**config.mk**
```make
export PLATFORM = sky130hd
export DESIGN_NAME = irb_front
export DESIGN_NICKNAME = d
export VERILOG_FILES = /design/src/rtl/core/irb_pkg.sv /design/src/rtl/core/irb_front.sv
export SDC_FILE = /design/constraint.sdc
export NUM_CORES = 1
export LEC_CHECK = 0
export BUFFER_PORTS_ARGS = -buffer_cell sky130_fd_sc_hd__buf_2
export CORE_ASPECT_RATIO = 0.9
export CORE_MARGIN = 2
export CORE_UTILIZATION = 39
export CTS_BUF_LIST = sky130_fd_sc_hd__clkbuf_4 sky130_fd_sc_hd__clkbuf_8 sky130_fd_sc_hd__clkbuf_16
export DETAILED_ROUTE_END_ITERATION = 12
export PLACE_DENSITY = 0.67
export SYNTH_ARGS = -nofsm -noshare
export SYNTH_HDL_FRONTEND = slang
export SYNTH_SLANG_ARGS = --single-unit
```
**constraint.sdc**
```tcl
create_clock -name clock -period 4.85 [get_ports clock]
set_input_delay 0 -clock clock [delete_from_list [all_inputs] [get_ports clock]]
set_output_delay 0 -clock clock [all_outputs]
set_load 0.03 [all_outputs]
```
**src/rtl/core/irb_pkg.sv**
```systemverilog
// Shared types and constants for the bilinear / nearest image resizer.
// No dependencies; used by irb_front, irb_back and the top level.
package irb_pkg;

   localparam int FRAC_BITS  = 16;
   localparam int POS_BITS   = 33;
   localparam int STEP_BITS  = 25;
   localparam int SIZE_BITS  = 9;
   localparam int MAX_SIZE   = 256;
   localparam int QDEPTH     = 4;
   localparam int ODEPTH     = 8;

   localparam logic CMD_LOAD    = 1'b0;
   localparam logic CMD_COMPUTE = 1'b1;

   localparam logic MODE_BILINEAR = 1'b0;
   localparam logic MODE_NEAREST  = 1'b1;

   localparam logic [2:0] CSR_SRC_WIDTH  = 3'd0;
   localparam logic [2:0] CSR_SRC_HEIGHT = 3'd1;
   localparam logic [2:0] CSR_X_STEP     = 3'd2;
   localparam logic [2:0] CSR_Y_STEP     = 3'd3;
   localparam logic [2:0] CSR_MODE       = 3'd4;

   typedef struct packed {
      logic                cmd;
      logic [7:0]          cx;
      logic [7:0]          cy;
      logic [7:0]          pix;
      logic [POS_BITS-1:0] posx;
      logic [POS_BITS-1:0] posy;
   } qitem_type;

   typedef struct packed {
      logic [SIZE_BITS-1:0] w;
      logic [SIZE_BITS-1:0] h;
      logic                 mode;
   } cfg_type;

   typedef struct packed {
      logic [2:0] inflight;
      logic [3:0] ocount;
   } stat_type;

endpackage

```
**src/rtl/core/irb_front.sv**
```systemverilog
// Front end: accepts requests, maps coordinates to source positions with the
// step multipliers and holds them in a short queue. Depends on irb_pkg.
module irb_front (
   input  logic                             clock,
   input  logic                             reset,
   input  logic                             req_push,
   output logic                             req_full,
   input  logic                             req_cmd,
   input  logic [7:0]                       req_coord_x,
   input  logic [7:0]                       req_coord_y,
   input  logic [7:0]                       req_pixel_in,
   input  logic [irb_pkg::STEP_BITS-1:0]    x_step,
   input  logic [irb_pkg::STEP_BITS-1:0]    y_step,
   input  logic                             q_pop,
   output logic                             q_empty,
   output irb_pkg::qitem_type               q_head
);

   irb_pkg::qitem_type q_ff [irb_pkg::QDEPTH];
   logic [1:0] wr_ptr_ff, wr_ptr_in, rd_ptr_ff, rd_ptr_in;
   logic [2:0] cnt_ff, cnt_in;
   logic push, pop;
   irb_pkg::qitem_type item;

   assign req_full = (cnt_ff == 3'(irb_pkg::QDEPTH));
   assign q_empty  = (cnt_ff == 3'd0);
   assign push     = req_push && !req_full;
   assign pop      = q_pop && !q_empty;
   assign q_head   = q_ff[rd_ptr_ff];

   always_comb begin
      item.cmd  = req_cmd;
      item.cx   = req_coord_x;
      item.cy   = req_coord_y;
      item.pix  = req_pixel_in;
      item.posx = {25'd0, req_coord_x} * {8'd0, x_step};
      item.posy = {25'd0, req_coord_y} * {8'd0, y_step};
      wr_ptr_in = push ? wr_ptr_ff + 2'd1 : wr_ptr_ff;
      rd_ptr_in = pop ? rd_ptr_ff + 2'd1 : rd_ptr_ff;
      cnt_in    = cnt_ff + 3'(push) - 3'(pop);
   end

   always_ff @(posedge clock) begin
      if (push) begin
         q_ff[wr_ptr_ff] <= item;
      end
   end

   always_ff @(posedge clock) begin
      if (reset) begin
         wr_ptr_ff <= '0;
         rd_ptr_ff <= '0;
         cnt_ff    <= '0;
      end else begin
         wr_ptr_ff <= wr_ptr_in;
         rd_ptr_ff <= rd_ptr_in;
         cnt_ff    <= cnt_in;
      end
   end

endmodule

```
==> summary.md <==
| Metric | Value |
|---|---|
| Port Buf Inserts | 171 |
| First-pass iteration count of the detailed router | 5 |
| Number of core rows | 90 |
| Post-synth top flop | edfxtp_1 |
| Vias in the first global route | 17015 |
| Clock Sinks | 373 |
| Sequential cell area fraction in the yosys report | 0.424 |
| Worst-margin pin slew | 0.896 ns |
| Final #Nets | 2671 |
| Ranking of synthesized cells by area | edfxtp_1 42%, fa_1 21%, mux4_2 7.8%, and2_1 7.3%, ha_1 5.3% |
| RSZ-0062 raised after global routing | false |
| Die width | 277 um |
| Arr. time, crit path | 5.00 ns |
| Via density | 5.18 |
| DRC Markers | 0 |
| Final worst path period share | 0.969 |
| Most common cell in the synthesized netlist | edfxtp_1 |
| Post-Syn Nets | 2443 |
| R2r startpoint | cnt_ff[1] |
| Slew headroom | 0.403 |
| Crit start category | primary input |
| Cell variety after synth | 71 |
| Clk Latency, worst-skew pair | 0.57 ns |
| Tmin final | 4.70 ns |
| Core area | 0.0668 mm^2 |
| Clock Tree Root | clkbuf_16 |
| WL final | 58.6 mm |
| Initial antenna violation count | 7 |
| Share of the synthesized area in the top cell type | 0.417 |
| First-pass GRT wire length | 94.8 mm |
| Total track usage | 0.173 |
| Layout Cells excl Fill | 3106 |
| Hold Startpoint | req_coord_y[7] |
| Final TNS setup | 0 ns |
| Critical path class | in2reg |
| Height of the die | 250 um |
| Final Wtd Congestion | 0.847 |
| Layout cells sized above 1 | 0.196 |
| Hold Vio Cnt, Final | 0 |
| Area grow syn2layout | 15.4% |
| Mux share of post-synthesis cell area | 0.0786 |
| Slew Viols, Final | 0 |
| EDFF count, synth | 364 |
| ANT cells | 0 |
| Clk buf depth | 3 |
| Final Setup Violations | 0 |
| Detail Route Antenna Nets | 0 |
| Worst reg-to-reg path cell count | 4 |
| Total congestion overflow | 0 |
| Run status | completed |
| Min-delay worst type | in2reg |
| Worst-path clk slew | 0.06 ns |
| Static Leak | 12.3 nW |
| Detail-routed net length per standard cell | 18.9 um |
| CTS tree | done |
| Max Fclk | 213 MHz |
| Flop2flop setup slack | 2.30 ns |
| Place WS | -0.284 ns |
| Hold Path End | q_ff[3][81] |
| Post-Synth XOR/XNOR Area | 0.0181 |
| Area share of and/or/nand/nor cells after synthesis | 0.114 |
| Worst setup margin | 0.151 ns |
| Crit path required time | 5.15 ns |
| Complex-gate fraction of the synthesized area | 0.0508 |
| Post-Synth Adder-Cell Area | 0.265 |
| HPWL after DPL | 42.7 mm |
| Max_cap viols | 0 |
| Initial Util | 0.392 |
| Cell count after placement | 3002 |
| Largest net degree at the start of global routing | 52 |
| Top cells by count, synth | 364 x edfxtp_1, 307 x and2_1, 277 x fa_1 |
| FFs w/ async S/R, synth | 0 |
| Iteration-0 DRC Markers | 992 |
| Clock buffer count from CTS | 43 |
| CP Max Fanout | 15 |
| Largest family of logic cells by synthesized area | adder cells |
| Mean Syn Cell Area | 13.3 um^2 |
| Hold path depth | 2 |
| Post-synth top area cell | edfxtp_1 |
| Synth warn | 0 |
| Cell area power density | 678 mW/mm^2 |
| Via count | 16083 |
| Crit end category | flop |
| I/O pin cnt | 172 |
| RR Endpoint | q_ff[1][35] |
| FF+latch count, synth | 373 |
| H-tree levels | 2 |
| Maximum vdd drop | 0.342 mV |
| Post-Synthesis Cell Area | 0.0262 mm^2 |
| Die area | 0.0693 mm^2 |
| Clk_skew | 0.0238 ns |
| Synth Instances | 1975 |
-- cells by family (layout without fill, tap and decap cells) --
| family | after synthesis | count (layout) |
|---|---|---|
| xor gates and xnor gates | 54 | 54 |
| adders and majority gates | 389 | 389 |
| and+or+nand+nor | 541 | 541 |
| buffers and inverters | 338 | 595 |
| muxes | 92 | 92 |
| AOI/OAI and AO/OA | 188 | 188 |
| DFF | 373 | 373 |
-- timing repair --
action                                  4_1_cts  5_1_grt
buffers inserted                              0        5
gates resized for setup                       0       32
endpoints found under the setup margin        0       68
hold buffers                                 25        0
hold endpoints to repair                     97        0
-- area by class of cell --
| class | count | area (um^2) |
|---|---|---|
| multi-input combinational | 1264 | 14000 |
| clock inverter | 20 | 243 |
| fill | 5980 | 36500 |
| tap | 874 | 1090 |
| inverter | 265 | 995 |
| sequential | 373 | 11100 |
| timing repair buffer | 256 | 1630 |
| clock buffer | 54 | 1180 |
-- sequential cells by signal, summed over array words and instances, names as in the netlist, named ones only --
name,count
wr_ptr_ff,2
cnt_ff,3
rd_ptr_ff,2
q_ff,364
-- stage by stage --
step / util / cell area (um^2) / power (mW) / hold WS, ns
after floorplan: - / 26200 / 13.6 / 0.0989
after global placement: 0.424 / 28300 / 16.7 / 0.216
after detailed placement: 0.424 / 28300 / 17.0 / 0.228
after CTS: 0.449 / 30000 / 20.4 / 0.00531
after global routing: 0.453 / 30200 / 22.0 / 0.0494
final: 0.453 / 30200 / 20.5 / 0.0460
-- metal layers --
layer  global-route usage  routed length, um
met1                0.244              26600
met2                0.276              27400
met3               0.0356               3430
met4               0.0390               1180
met5                    0                  7
-- how the worst max path moves through the flow --
stage	from	to	slack [ns]	cells past startpoint
after CTS	req_coord_x[3]	q_ff[1][52]	0.01	18
after floorplan	req_coord_y[2]	q_ff[0][32]	0.52	17
after detailed placement	req_coord_x[4]	q_ff[0][52]	-0.28	19
final	req_coord_x[3]	q_ff[1][52]	0.15	19
after global placement	req_coord_x[4]	q_ff[0][52]	-0.17	19
after global routing	req_coord_x[0]	q_ff[3][63]	0.0004	17
-- worst max-delay path: stages --
cell           delay (ns)
buf_2                0.20
dlygate4sd3_1        0.63
buf_4                0.17
and2_1               0.16
fa_1                 0.41
fa_1                 0.45
ha_1                 0.31
fa_1                 0.44
ha_1                 0.33
nor2b_1              0.16
o2111ai_1            0.34
a211oi_1             0.13
buf_4                0.16
nor2_1               0.21
a21oi_1              0.15
buf_4                0.16
o211ai_1             0.20
o311ai_2             0.18
buf_4                0.19
-- power by group --
group | switching, mW | internal (mW)
logic | 7.16 | 4.36
clock network | 1.29 | 1.95
registers | 0.205 | 5.55
-- cell usage in the layout (no fill, tap or decap), types with 5 or more instances in the layout --
| cell | n |
|---|---|
| nor2b_1 | 7 |
| fa_1 | 276 |
| xor2_1 | 18 |
| nand3_1 | 13 |
| edfxtp_1 | 364 |
| dlygate4sd3_1 | 25 |
| clkbuf_4 | 10 |
| inv_1 | 265 |
| a31oi_1 | 7 |
| buf_12 | 5 |
| nand4_1 | 5 |
| nand2_1 | 130 |
| a21oi_1 | 47 |
| a211oi_1 | 7 |
| o21ai_0 | 28 |
| nor3_1 | 11 |
| o21bai_1 | 8 |
| nand2b_1 | 6 |
| nor2_1 | 38 |
| xnor2_1 | 34 |
| and3_1 | 7 |
| o21a_1 | 7 |
| buf_4 | 56 |
| a21o_1 | 36 |
| dfxtp_1 | 7 |
| ha_1 | 108 |
| mux4_2 | 91 |
| and2_1 | 303 |
| clkbuf_16 | 44 |
| buf_2 | 168 |
(Power assumes the default switching activity.)
